===== config.mk =====
export PLATFORM = sky130hd
export DESIGN_NAME = netlink_attribute_finder
export DESIGN_NICKNAME = d
export VERILOG_FILES = /design/src/rtl/nlaf_pkg.sv /design/src/rtl/nlaf_front.sv /design/src/rtl/nlaf_queue.sv /design/src/rtl/nlaf_back.sv /design/src/rtl/netlink_attribute_finder.sv
export SDC_FILE = /design/constraint.sdc
export NUM_CORES = 1
export LEC_CHECK = 0
export BUFFER_PORTS_ARGS = -buffer_cell sky130_fd_sc_hd__buf_2
export CAP_MARGIN = 10
export CORE_ASPECT_RATIO = 0.75
export CORE_MARGIN = 2
export CORE_UTILIZATION = 45
export CTS_CLUSTER_DIAMETER = 100
export CTS_CLUSTER_SIZE = 16
export DETAILED_ROUTE_END_ITERATION = 7
export GPL_TIMING_DRIVEN = 0
export PLACE_DENSITY = 0.6
export SETUP_SLACK_MARGIN = 0.15
export SYNTH_ARGS = -nofsm -noshare
export SYNTH_HDL_FRONTEND = slang
export SYNTH_SLANG_ARGS = --single-unit

===== constraint.sdc =====
create_clock -name clk -period 8.5 [get_ports clk]
set_input_delay 1.7 -clock clk [delete_from_list [all_inputs] [get_ports clk]]
set_output_delay 1.7 -clock clk [all_outputs]
set_load 0.02 [all_outputs]

===== src/rtl/nlaf_pkg.sv =====
// Package for the netlink attribute finder: item structs, walk phases and constants.
// Used by every module under rtl; depends on nothing.
package nlaf_pkg;

	localparam int unsigned FIXED_HDR_BYTES = 20;
	localparam int unsigned QUEUE_DEPTH = 4;
	localparam int unsigned QUEUE_AW = 2;

	typedef enum logic [1:0] {
		CFG_WANTED_TYPE = 2'd0,
		CFG_USER_HDR_LEN = 2'd1,
		CFG_MAX_COPY = 2'd2
	} cfg_index_t;

	typedef enum logic [2:0] {
		PH_HEADER,
		PH_REC_HDR,
		PH_SKIP,
		PH_MATCH,
		PH_DONE
	} walk_phase_t;

	typedef struct packed {
		logic [7:0] msg_byte;
		logic       last_byte;
	} in_item_t;

	typedef struct packed {
		logic [7:0]  value_byte;
		logic        value_valid;
		logic        done_res;
		logic        header_ok;
		logic        found;
		logic [15:0] value_length;
	} out_item_t;

	// Byte tagged by the front end with its place in the message.
	typedef struct packed {
		logic [7:0]  msg_byte;
		logic        last_byte;
		logic [31:0] offset;
	} tagged_byte_t;

endpackage


===== src/rtl/nlaf_front.sv =====
// Front end of the attribute finder: accepts bytes, tags each with its offset.
// Depends on nlaf_pkg.
module nlaf_front (
	input  logic                  clk,
	input  logic                  arst_n,
	input  logic                  in_valid,
	output logic                  in_ready,
	input  nlaf_pkg::in_item_t    in_item,
	output logic                  q_valid,
	input  logic                  q_ready,
	output nlaf_pkg::tagged_byte_t q_item
);

	logic [31:0] offset_q;
	logic        accept;

	assign in_ready = q_ready;
	assign q_valid = in_valid;
	assign accept = in_valid && q_ready;
	assign q_item.msg_byte = in_item.msg_byte;
	assign q_item.last_byte = in_item.last_byte;
	assign q_item.offset = offset_q;

	always_ff @(posedge clk or negedge arst_n) begin
		if (!arst_n) begin
			offset_q <= '0;
		end else if (accept) begin
			if (in_item.last_byte) begin
				offset_q <= '0;
			end else if (offset_q != 32'hFFFF_FFFF) begin
				offset_q <= offset_q + 32'd1;
			end
		end
	end

endmodule


===== src/rtl/nlaf_queue.sv =====
// Short queue between front and back end of the attribute finder.
// Depends on nlaf_pkg.
module nlaf_queue (
	input  logic                   clk,
	input  logic                   arst_n,
	input  logic                   wr_valid,
	output logic                   wr_ready,
	input  nlaf_pkg::tagged_byte_t wr_item,
	output logic                   rd_valid,
	input  logic                   rd_ready,
	output nlaf_pkg::tagged_byte_t rd_item
);

	nlaf_pkg::tagged_byte_t entry_q [nlaf_pkg::QUEUE_DEPTH];
	logic [nlaf_pkg::QUEUE_AW-1:0] wptr_q;
	logic [nlaf_pkg::QUEUE_AW-1:0] rptr_q;
	logic [nlaf_pkg::QUEUE_AW:0]   count_q;
	logic                          push;
	logic                          pop;

	assign wr_ready = (count_q != (nlaf_pkg::QUEUE_AW+1)'(nlaf_pkg::QUEUE_DEPTH));
	assign rd_valid = (count_q != '0);
	assign rd_item = entry_q[rptr_q];
	assign push = wr_valid && wr_ready;
	assign pop = rd_valid && rd_ready;

	always_ff @(posedge clk) begin
		if (push) begin
			entry_q[wptr_q] <= wr_item;
		end
	end

	always_ff @(posedge clk or negedge arst_n) begin
		if (!arst_n) begin
			wptr_q <= '0;
			rptr_q <= '0;
			count_q <= '0;
		end else begin
			if (push) begin
				wptr_q <= wptr_q + 1'b1;
			end
			if (pop) begin
				rptr_q <= rptr_q + 1'b1;
			end
			if (push && !pop) begin
				count_q <= count_q + 1'b1;
			end else if (pop && !push) begin
				count_q <= count_q - 1'b1;
			end
		end
	end

	a_count_bound: assert property (@(posedge clk) disable iff (!arst_n)
		count_q <= (nlaf_pkg::QUEUE_AW+1)'(nlaf_pkg::QUEUE_DEPTH))
		else $error("queue count out of range");
	a_no_push_full: assert property (@(posedge clk) disable iff (!arst_n)
		(count_q == (nlaf_pkg::QUEUE_AW+1)'(nlaf_pkg::QUEUE_DEPTH)) |-> !push)
		else $error("push into full queue");
	a_ptr_gap: assert property (@(posedge clk) disable iff (!arst_n)
		(wptr_q - rptr_q) == count_q[nlaf_pkg::QUEUE_AW-1:0])
		else $error("queue pointers disagree with count");

endmodule


===== src/rtl/nlaf_back.sv =====
// Back end of the attribute finder: header checks, record walk and output register.
// Depends on nlaf_pkg.
module nlaf_back (
	input  logic                   clk,
	input  logic                   arst_n,
	input  logic                   q_valid,
	output logic                   q_ready,
	input  nlaf_pkg::tagged_byte_t q_item,
	input  logic [13:0]            wanted_type,
	input  logic [7:0]             user_header_len,
	input  logic [15:0]            max_copy,
	output logic                   out_valid,
	input  logic                   out_ready,
	output nlaf_pkg::out_item_t    out_item
);

	nlaf_pkg::walk_phase_t phase_q, phase_d;
	logic [31:0] decl_len_q, decl_len_d;
	logic        hdr_good_q, hdr_good_d;
	logic [15:0] rec_len_q, rec_len_d;
	logic [15:0] rec_type_q, rec_type_d;
	logic [15:0] left_q, left_d;
	logic        match_seen_q, match_seen_d;
	logic        match_done_q, match_done_d;
	logic [15:0] match_len_q, match_len_d;

	logic                out_valid_q;
	nlaf_pkg::out_item_t out_q;

	logic        take;
	logic [31:0] o;
	logic [7:0]  b;
	logic [9:0]  attr_start;
	logic        past_end;
	logic [1:0]  idx;
	logic [15:0] full_len;
	logic [15:0] full_type;
	logic [32:0] rec_end;
	logic [16:0] rounded;
	logic        vv;
	logic        emit;
	logic        found_w;

	assign q_ready = !out_valid_q || out_ready;
	assign take = q_valid && q_ready;
	assign o = q_item.offset;
	assign b = q_item.msg_byte;
	assign attr_start = 10'(nlaf_pkg::FIXED_HDR_BYTES)
		+ 10'({({2'b0, user_header_len} + 10'd3) >> 2, 2'b00});
	assign past_end = (o >= decl_len_d);
	assign idx = 2'(3'd4 - left_q[2:0]);

	always_comb begin
		phase_d = phase_q;
		decl_len_d = decl_len_q;
		hdr_good_d = hdr_good_q;
		rec_len_d = rec_len_q;
		rec_type_d = rec_type_q;
		left_d = left_q;
		match_seen_d = match_seen_q;
		match_done_d = match_done_q;
		match_len_d = match_len_q;
		vv = 1'b0;
		full_len = rec_len_q;
		full_type = rec_type_q;
		rec_end = '0;
		rounded = '0;

		case (o)
			32'd0: decl_len_d = {decl_len_q[31:8], b};
			32'd1: decl_len_d = {decl_len_q[31:16], b, decl_len_q[7:0]};
			32'd2: decl_len_d = {decl_len_q[31:24], b, decl_len_q[15:0]};
			32'd3: decl_len_d = {b, decl_len_q[23:0]};
			default: decl_len_d = decl_len_q;
		endcase
		if (o == 32'd3) begin
			hdr_good_d = (decl_len_d >= {22'd0, attr_start});
		end

		case (phase_q)
			nlaf_pkg::PH_HEADER: begin
				if ((33'(o) + 33'd1 >= 33'(attr_start)) && (o >= 32'd3)) begin
					if (hdr_good_d) begin
						phase_d = nlaf_pkg::PH_REC_HDR;
						left_d = 16'd4;
						rec_len_d = '0;
						rec_type_d = '0;
					end else begin
						phase_d = nlaf_pkg::PH_DONE;
					end
				end
			end
			nlaf_pkg::PH_REC_HDR: begin
				if (!hdr_good_d || past_end || left_q == 16'd0 || left_q > 16'd4) begin
					phase_d = nlaf_pkg::PH_DONE;
				end else begin
					case (idx)
						2'd0: full_len = {8'd0, b};
						2'd1: full_len = {b, rec_len_q[7:0]};
						2'd2: full_type = {8'd0, b};
						default: full_type = {b, rec_type_q[7:0]};
					endcase
					rec_len_d = full_len;
					rec_type_d = full_type;
					left_d = left_q - 16'd1;
					if (left_q == 16'd1) begin
						rec_end = 33'(o) - 33'd3 + 33'(full_len);
						rounded = ((17'(full_len) + 17'd3) >> 2) << 2;
						if (full_len < 16'd4 || rec_end > 33'(decl_len_d)) begin
							phase_d = nlaf_pkg::PH_DONE;
						end else if (full_type[13:0] == wanted_type) begin
							match_seen_d = 1'b1;
							match_len_d = full_len - 16'd4;
							left_d = full_len - 16'd4;
							if (full_len == 16'd4) begin
								match_done_d = 1'b1;
								phase_d = nlaf_pkg::PH_DONE;
							end else begin
								phase_d = nlaf_pkg::PH_MATCH;
							end
						end else if (rounded == 17'd4) begin
							left_d = 16'd4;
							phase_d = nlaf_pkg::PH_REC_HDR;
						end else begin
							left_d = 16'(rounded - 17'd4);
							phase_d = nlaf_pkg::PH_SKIP;
						end
					end
				end
			end
			nlaf_pkg::PH_SKIP: begin
				if (past_end || left_q == 16'd0) begin
					phase_d = nlaf_pkg::PH_DONE;
				end else begin
					left_d = left_q - 16'd1;
					if (left_q == 16'd1) begin
						left_d = 16'd4;
						phase_d = nlaf_pkg::PH_REC_HDR;
					end
				end
			end
			nlaf_pkg::PH_MATCH: begin
				if (past_end || left_q == 16'd0 || left_q > match_len_q) begin
					phase_d = nlaf_pkg::PH_DONE;
				end else begin
					vv = (match_len_q - left_q) < max_copy;
					left_d = left_q - 16'd1;
					if (left_q == 16'd1) begin
						match_done_d = 1'b1;
						phase_d = nlaf_pkg::PH_DONE;
					end
				end
			end
			default: phase_d = nlaf_pkg::PH_DONE;
		endcase
	end

	assign emit = take && (vv || q_item.last_byte);
	assign found_w = q_item.last_byte && hdr_good_d && match_seen_d && match_done_d;

	always_ff @(posedge clk or negedge arst_n) begin
		if (!arst_n) begin
			phase_q <= nlaf_pkg::PH_HEADER;
			decl_len_q <= '0;
			hdr_good_q <= 1'b0;
			rec_len_q <= '0;
			rec_type_q <= '0;
			left_q <= '0;
			match_seen_q <= 1'b0;
			match_done_q <= 1'b0;
			match_len_q <= '0;
			out_valid_q <= 1'b0;
		end else begin
			if (take) begin
				if (q_item.last_byte) begin
					phase_q <= nlaf_pkg::PH_HEADER;
					decl_len_q <= '0;
					hdr_good_q <= 1'b0;
					rec_len_q <= '0;
					rec_type_q <= '0;
					left_q <= '0;
					match_seen_q <= 1'b0;
					match_done_q <= 1'b0;
					match_len_q <= '0;
				end else begin
					phase_q <= phase_d;
					decl_len_q <= decl_len_d;
					hdr_good_q <= hdr_good_d;
					rec_len_q <= rec_len_d;
					rec_type_q <= rec_type_d;
					left_q <= left_d;
					match_seen_q <= match_seen_d;
					match_done_q <= match_done_d;
					match_len_q <= match_len_d;
				end
			end
			if (emit) begin
				out_valid_q <= 1'b1;
			end else if (out_ready) begin
				out_valid_q <= 1'b0;
			end
		end
	end

	always_ff @(posedge clk) begin
		if (emit) begin
			out_q.value_byte <= vv ? b : 8'd0;
			out_q.value_valid <= vv;
			out_q.done_res <= q_item.last_byte;
			out_q.header_ok <= q_item.last_byte && hdr_good_d;
			out_q.found <= found_w;
			out_q.value_length <= found_w ? match_len_d : 16'd0;
		end
	end

	assign out_valid = out_valid_q;
	assign out_item = out_q;

	a_found_needs_hdr: assert property (@(posedge clk) disable iff (!arst_n)
		(out_valid && out_item.found) |-> (out_item.header_ok && out_item.done_res))
		else $error("found without good header");
	a_match_phase: assert property (@(posedge clk) disable iff (!arst_n)
		(phase_q == nlaf_pkg::PH_MATCH) |-> (match_seen_q && hdr_good_q))
		else $error("match phase without a match");
	a_hold_when_stalled: assert property (@(posedge clk) disable iff (!arst_n)
		(out_valid && !out_ready) |=> out_valid)
		else $error("result dropped while stalled");

endmodule


===== src/rtl/netlink_attribute_finder.sv =====
// Top level of the generic netlink attribute finder.
// Depends on nlaf_pkg, nlaf_front, nlaf_queue and nlaf_back.
// Takes one message byte per cycle while in_ready is high, and gives at most one result
// per byte: a value byte of the first attribute whose type matches wanted_type, and a
// status on the last byte. The record walk in the back end updates its counters once
// per byte, one byte per cycle unless the output stalls. A four-entry queue lets the
// front end keep accepting while the output is stalled. Value bytes are tentative until
// found is reported. Registers must be written only between messages; unchecked.
module netlink_attribute_finder (
	input  logic                clk,
	input  logic                arst_n,
	input  logic                in_valid,
	output logic                in_ready,
	input  nlaf_pkg::in_item_t  in_item,
	output logic                out_valid,
	input  logic                out_ready,
	output nlaf_pkg::out_item_t out_item,
	input  logic                cfg_we,
	input  logic [1:0]          cfg_index,
	input  logic [15:0]         cfg_data
);

	logic [13:0] wanted_type_q;
	logic [7:0]  user_hdr_len_q;
	logic [15:0] max_copy_q;

	logic                   fq_valid, fq_ready;
	nlaf_pkg::tagged_byte_t fq_item;
	logic                   qb_valid, qb_ready;
	nlaf_pkg::tagged_byte_t qb_item;

	always_ff @(posedge clk or negedge arst_n) begin
		if (!arst_n) begin
			wanted_type_q <= '0;
			user_hdr_len_q <= '0;
			max_copy_q <= 16'hFFFF;
		end else if (cfg_we) begin
			case (cfg_index)
				nlaf_pkg::CFG_WANTED_TYPE: wanted_type_q <= cfg_data[13:0];
				nlaf_pkg::CFG_USER_HDR_LEN: user_hdr_len_q <= cfg_data[7:0];
				nlaf_pkg::CFG_MAX_COPY: max_copy_q <= cfg_data;
				default: ;
			endcase
		end
	end

	nlaf_front u_front (
		.clk(clk), .arst_n(arst_n),
		.in_valid(in_valid), .in_ready(in_ready), .in_item(in_item),
		.q_valid(fq_valid), .q_ready(fq_ready), .q_item(fq_item)
	);

	nlaf_queue u_queue (
		.clk(clk), .arst_n(arst_n),
		.wr_valid(fq_valid), .wr_ready(fq_ready), .wr_item(fq_item),
		.rd_valid(qb_valid), .rd_ready(qb_ready), .rd_item(qb_item)
	);

	nlaf_back u_back (
		.clk(clk), .arst_n(arst_n),
		.q_valid(qb_valid), .q_ready(qb_ready), .q_item(qb_item),
		.wanted_type(wanted_type_q), .user_header_len(user_hdr_len_q),
		.max_copy(max_copy_q),
		.out_valid(out_valid), .out_ready(out_ready), .out_item(out_item)
	);

endmodule


# Yosys cells after proc, flatten, opt, wreduce, memory -nomap -nowiden
# Memories as Yosys holds them, arrays and structs flattened.
# Index checks and enable logic that the tools add are counted.
totals:
  latch_bits: 0
  inputBits: 32
  ramBits: 164
  memories: 1
  ff_bits: 206
  rom_bits: 0
  elab_cells: 188
  output_inout_bits: 30
mem_list:
  columns: ["name", "words", "width", "rd", "rd_ports_with_merged_regs", "write_ports", "line", "source"]
  rows:
  - ["u_queue.entry_q", 4, 41, 1, 0, 1, "nlaf_queue.sv:14", "nlaf_pkg::tagged_byte_t entry_q [nlaf_pkg::QUEUE_DEPTH];"]
classes:
  n_mul: 0
  n_lt_le_gt_ge: 9
  n_addsub: 16
  n_mux: 75
  bitwise: 0
  shifts: 0
  eq_ne: 24
  n_reduce_logical: 40
  div: 0
ops:
  columns: ["cell", "count"]
  rows:
  - ["$mux W16", 23]
  - ["$pmux W32 S4", 1]
  - ["$mux W32", 3]
  - ["$eq A32 B2 Y1 const B", 2]
  - ["$pmux W16 S2", 2]
  - ["$pmux W16 S4", 1]
  - ["$mux W14", 4]
  - ["$pmux W14 S2", 2]
  - ["$mux W3", 14]
  - ["$add A32 B1 Y33 const B", 1]
  - ["$add A33 B16 Y33", 1]
  - ["$ge A33 B10 Y1", 1]
  - ["$gt A33 B32 Y1", 1]
  - ["$sub A32 B2 Y33 const B", 1]
  - ["$add A32 B1 Y32 const B", 1]
  - ["$eq A32 B1 Y1 const B", 1]
  - ["$ge A32 B10 Y1", 1]
  - ["$ge A32 B2 Y1 const B", 1]
  - ["$ge A32 B32 Y1", 1]
  - ["$logic_not A32 Y1", 1]
  - ["$ne A32 B32 Y1 const B", 1]
  - ["$sub A16 B3 Y16 const B", 2]
  - ["$mux W1", 22]
  - ["$add A16 B2 Y17 const B", 1]
  - ["40 further kinds", 75]

# Logic depth before layout (Yosys ltp)
# An unclocked memory read counts as a cell.
depth:
  depth_word: 20
  depth_mapped: 34
  mapped_depth_nobuf: 30

# Cells and area by module
# Synthesis repeated with hierarchy kept, for this count alone.
unflattened:
  cells_unflattened: 2184
  area_unflattened_um2: 23503.8
modules_own_cells:
  columns: ["module", "cells_per_inst", "instances", "seq_area_each_um2", "area_each_um2"]
  rows:
  - ["nlaf_back", 1616, 1, 3368.2, 13529.2]
  - ["nlaf_queue", 250, 1, 5099.9, 6381.1]
  - ["nlaf_front", 237, 1, 800.8, 2125.8]
  - ["netlink_attribute_finder", 81, 1, 970.9, 1467.7]

# Worst setup path after synthesis
# OpenSTA, ideal clock, no wires.
synth_path:
  path_type: "register to register"
  from: "register u_queue.rptr_q[0] (netlist name)"
  to: "register u_back.out_q (netlist bit u_back.out_item[0]) (enable)"
  stages_incl_launch_ff: 27
  required_time_ns: 8.087
  path_buffers: 8
  setup_time_ns: 0.413
  slack_ns: 1.219
  synth_period_minus_slack_ns: 7.281
  t_arrival_ns: 6.868
  path_cell_list: "dfrtp_1 -> buf_6 -> buf_6 -> buf_6 -> buf_2 -> buf_2 -> buf_2 -> mux4_2 -> inv_1 -> ha_1 -> nand4_1 -> nor3_1 -> nand4_1 -> or3_1 -> clkbuf_1 -> clkbuf_1 -> o21ai_0 -> ha_1 -> nand2b_1 -> a2111o_1 -> a221oi_1 -> a311o_1 -> nand3_1 -> a21oi_1 -> and4_1 -> a31oi_1 -> nor2_1"
synth_between:
  elab_chain_len: 10
  word_cells_on_any_way: 13
  classes_between: "order compare (1); eq/ne (3); mux (3); reduce/logical (5); memory (1)"
synth_lines:
  columns: ["item", "line", "source"]
  rows:
  - ["from (decl)", "nlaf_queue.sv:16", "logic [nlaf_pkg::QUEUE_AW-1:0] rptr_q;"]
  - ["from (signal assigned)", "nlaf_queue.sv:43", "rptr_q <= rptr_q + 1'b1;"]
  - ["$mem_v2 Z4 W41 (*)", null, null]
  - ["$eq A32 B2 Y1 (tied with other cells)", "nlaf_back.sv:69", "case (o)"]
  - ["$pmux W32 S4", "nlaf_back.sv:69", null]
  - ["$ge A32 B32 Y1", "nlaf_back.sv:50", "assign past_end = (o >= decl_len_d);"]
  - ["$logic_or A1 B1 Y1 (2 in series)", "nlaf_back.sv:143", "if (past_end || left_q == 16'd0 || left_q > match_len_q) begin"]
  - ["$mux W1", "nlaf_back.sv:143", null]
  - ["$mux W1", "nlaf_back.sv:80", "case (phase_q)"]
  - ["$logic_or A1 B1 Y1 (*)", "nlaf_back.sv:158", "assign emit = take && (vv || q_item.last_byte);"]
  - ["$logic_and A1 B1 Y1 (*)", "nlaf_back.sv:158", null]
  - ["named net u_back.emit", "nlaf_back.sv:41", "logic emit;"]
  - ["to (decl)", "nlaf_back.sv:28", "nlaf_pkg::out_item_t out_q;"]
# Mark *: on every way through the listed nets, which the timed path passes. The rest lies on a longest branch.
# A chain may end at the register's enable or synchronous reset.

# Final worst setup path
layout_path:
  from: "register u_queue.rptr_q[0] (netlist name)"
  to: "register u_back.match_len_q[14]"
layout_between:
  elab_chain_len: 12
  word_cells_on_any_way: 32
  classes_between: "add/sub (3); order compare (4); eq/ne (4); mux (14); reduce/logical (6); memory (1)"
layout_lines:
  columns: ["item", "line", "source"]
  rows:
  - ["$mem_v2 Z4 W41 (*)", null, null]
  - ["parallel branches: the longest is 10 deep, another holds $sub A32 B2 Y33", null, null]
  - ["$mux W16 (*)", "nlaf_back.sv:175", "if (q_item.last_byte) begin"]
  - ["to (signal assigned)", "nlaf_back.sv:194", "match_len_q <= match_len_d;"]
  - ["to (decl)", "nlaf_back.sv:25", "logic [15:0] match_len_q, match_len_d;"]
# Every way passes the cells marked *. The select of a mux whose other input is x is not followed.

==> flow_summary.ini <==
[status]
status = finished, final reports clean

[sta]
slew_margin_rel_pct = 18.1
fin_worst_skew_ns = 0.0386
fin_ws_ns = 0.409
finalHoldViolations = 0
achievable-frequency_ghz = 0.124
rsz0062_at_grt = no
finalCriticalPeriod_ns = 8.09
worst-slew-pin-transition_ns = 1.22
hold-worst-slack_ns = 0.481
finalSetupViolations = 0
finalMaxSlewViolations = 0
finalCritPeriodShare_pct = 95.2

[floorplanning]
placementRows = 72
core_area_mm2 = 0.0519
pin_count = 62
floorplan.die.width_um = 269
die_area_mm2 = 0.0547
start_util_pct = 45.8
die_height_um = 203

[yosys]
post_synth_inst_count = 2256
synth_enable_flop_cells = 192
synth_async_sr_flop_share_pct = 48.1
synth_largest_type_area_fraction_pct = 24.3
postSynth.topFlopCell = sky130_fd_sc_hd__edfxtp_1
synth-seq-area-share_pct = 43.1
yosys.area.top_type = sky130_fd_sc_hd__edfxtp_1
synth.yosys.warnings = 0
ys_top_cells_by_area = sky130_fd_sc_hd__edfxtp_1 (24%), sky130_fd_sc_hd__dfrtp_1 (17%), sky130_fd_sc_hd__ha_1 (10%)
ys_types = 101
yosys.cell_count.top_type = sky130_fd_sc_hd__ha_1
mappedNetlistArea_mm2 = 0.0238
synth-seq-cells = 370
synth_top_cells_by_count = sky130_fd_sc_hd__ha_1 (199), sky130_fd_sc_hd__edfxtp_1 (192), sky130_fd_sc_hd__inv_1 (166), sky130_fd_sc_hd__nor2_1 (166), sky130_fd_sc_hd__nand2_1 (163)
synthesis.area_per_instance_um2 = 10.5

[critical_path]
worst_setup_path_start_kind = flop
worst_path_dominant_cell_family = buffers and inverters
timing.critical_path.slowest_cell_delay_ns = 0.66
worst-endpoint-arrival_ns = 8.59
worst-endpoint-required_ns = 9.00
worstPathBufferInverterCount = 11
timing.critical_path.mode_cell = sky130_fd_sc_hd__buf_4
critPathSlowestCell = sky130_fd_sc_hd__mux4_2
crit_path_max_fanout = 10
sort_of_element_at_the_end_of_the_critical_path = flop
worst-setup-path-type = reg2reg

[route]
drc_errors = 0
via_per_inst = 6.07
post_drt_wl_per_cell_um = 23.3
drtIter0Drc = 1971
drt-total-wl_um = 72100
final_antenna_net_count = 0
dr.pass1.iters = 7
vias = 18800

[flow_run]
max_cap_viol_count = 0

[clock_tree]
tritoncts_num_sinks = 370
h_tree_depth_reported_by_cts = 1
tritoncts_clock_tree = done
cts-root-buf = sky130_fd_sc_hd__clkbuf_16
path_clk_slew_ns = 0.09
clock_insertion_delay_worst_skew_ns = 0.61
cts_inserted_buffers = 27
cts_max_path_buffers = 3
cts-hold-fix-buffers = 0

[final_layout]
area_growth_syn_to_layout_pct = 11.0
layout.filler_cells = 4752
post-route-util_pct = 50.9
nets = 2610
drive_gt1_share_pct = 14.3
diodes = 0

[placement]
detailed_place_hpwl_um = 55200
io_buffers = 61
place_ws_ns = -1.09
gp_congestion = 0.954

[min_path]
worstHoldPathType = reg2reg

[global_route]
first_global_vias = 17619
antenna_found_initial = 0
grt_start_max_net_pins = 101
global_route.usage.total_pct = 25.9
global_route_wire_length_before_repair_um = 109000
globalRoute.totalOverflow = 0

[power]
lkg_pwr_nw = 10.5
power.ir.vdd_worst_mv = 0.241
powerDensity_mw_per_mm2 = 410
## cell families (layout without fill, tap and decap cells)
kind of cell | after synthesis | in the layout | share of synthesized area [%]
flip-flops | 370 | 370 | 43.1
adder cells (fa/ha/maj) | 202 | 202 | 10.7
buffers and inverters | 251 | 390 | 4.39
multiplexers | 148 | 148 | 8.58
other | 1 | 2 | 0.0158
AND/OR/NAND/NOR | 652 | 652 | 13.9
XOR/XNOR | 110 | 110 | 4.05
AO/OA/AOI/OAI | 522 | 522 | 15.3
## final timing paths
path / start / cells past startpoint / slack (ns) / to
max: u_queue.rptr_q[0] / 29 / 0.41 / u_back.match_len_q[14]
min: u_back.hdr_good_q / 2 / 0.48 / u_back.hdr_good_q
max reg2reg: u_queue.rptr_q[0] / 29 / 0.41 / u_back.match_len_q[14]
min reg2reg: u_back.hdr_good_q / 2 / 0.48 / u_back.hdr_good_q
max in group asynchronous: arst_n / 3 / 6.45 / max_copy_q[3]
min in group asynchronous: arst_n / 2 / 1.11 / u_back.rec_len_q[9]
## layer usage
metal  vias to the layer above  GRT usage (%)  wire length [µm]
met5                         -              0                 0
met4                         0           4.44              1120
met3                        75           4.21              5900
met2                       733           37.2             30100
met1                      9365           41.0             34900
li1                       8627              -                 -
## cells in the final DEF (no fill, tap or decap), types with 16 or more instances in the layout
cell,count
sky130_fd_sc_hd__ha_1,198
sky130_fd_sc_hd__edfxtp_1,192
sky130_fd_sc_hd__inv_1,164
sky130_fd_sc_hd__nor2_1,164
sky130_fd_sc_hd__nand2_1,163
sky130_fd_sc_hd__dfrtp_1,160
sky130_fd_sc_hd__o21ai_0,103
sky130_fd_sc_hd__a21oi_1,95
sky130_fd_sc_hd__buf_2,81
sky130_fd_sc_hd__xnor2_1,71
sky130_fd_sc_hd__mux2i_1,62
sky130_fd_sc_hd__clkbuf_1,59
sky130_fd_sc_hd__nand3_1,59
sky130_fd_sc_hd__mux2_2,46
sky130_fd_sc_hd__nor3_1,41
sky130_fd_sc_hd__mux4_2,40
sky130_fd_sc_hd__xor2_1,39
sky130_fd_sc_hd__nand4_1,36
sky130_fd_sc_hd__a31oi_1,29
sky130_fd_sc_hd__buf_4,27
sky130_fd_sc_hd__a21o_1,27
sky130_fd_sc_hd__o31ai_1,27
sky130_fd_sc_hd__clkbuf_16,27
sky130_fd_sc_hd__nor2b_1,26
sky130_fd_sc_hd__or3_1,22
sky130_fd_sc_hd__nand2b_1,22
sky130_fd_sc_hd__a22o_1,22
sky130_fd_sc_hd__dfstp_2,16
## report_power, final
part | switching [mW] | internal, mW
sequential | 0.127 | 2.27
combinational | 4.45 | 2.70
clock | 0.653 | 0.605
## sequential cells by signal, indices dropped and copies added (netlist names)
register and count:
u_back.hdr_good_q 1, u_back.phase_q 3, u_back.left_q 16, u_queue.wptr_q 2
user_hdr_len_q 8, u_back.rec_type_q 14, u_back.out_valid 1, u_queue.entry_q 164
max_copy_q 16, wanted_type_q 14, u_back.match_seen_q 1, u_back.out_item 28
u_front.offset_q 32, u_queue.count_q 3, u_back.rec_len_q 16, u_back.match_done_q 1
u_queue.rptr_q 2, u_back.decl_len_q 32, u_back.match_len_q 16
## through the flow
step                      cell area, µm²  instances  total power, mW  TNS, ns
after floorplan                    23800       2257             7.26        0
after global placement             25000       3021             9.01   -84.12
after detailed placement           25100       3030             9.27   -53.70
after CTS                          26100       3082             10.6        0
after global routing               26400       3099             11.7        0
final                              26400       3099             10.8        0
## what timing repair did
item / in CTS / in global routing
pin swaps: 3 / 9
setup buffers: 4 / 17
gates cloned: 0 / 1
resized for setup: 52 / 32
endpoints found under the setup margin: 112 / 106
## layout make-up
class	instances	area (µm²)	area share, %
multi-input combinational	1636	12700	48.2
sequential	370	10200	38.8
tap	703	880	3.33
clock buffer	47	751	2.84
timing repair buffer	92	653	2.48
inverter	166	627	2.38
buffer	83	480	1.82
clock inverter	2	36.3	0.138
## worst register-to-register path, delay by kind of cell (launching register included)
kind | cells | cell delay (ns)
buffers and inverters | 11 | 2.33
AND/OR/NAND/NOR | 9 | 2.23
flip-flops | 1 | 0.35
adder cells (fa/ha/maj) | 2 | 0.58
multiplexers | 1 | 0.66
AO/OA/AOI/OAI | 6 | 1.84
No activity file was read; power rests on OpenSTA's default activity.
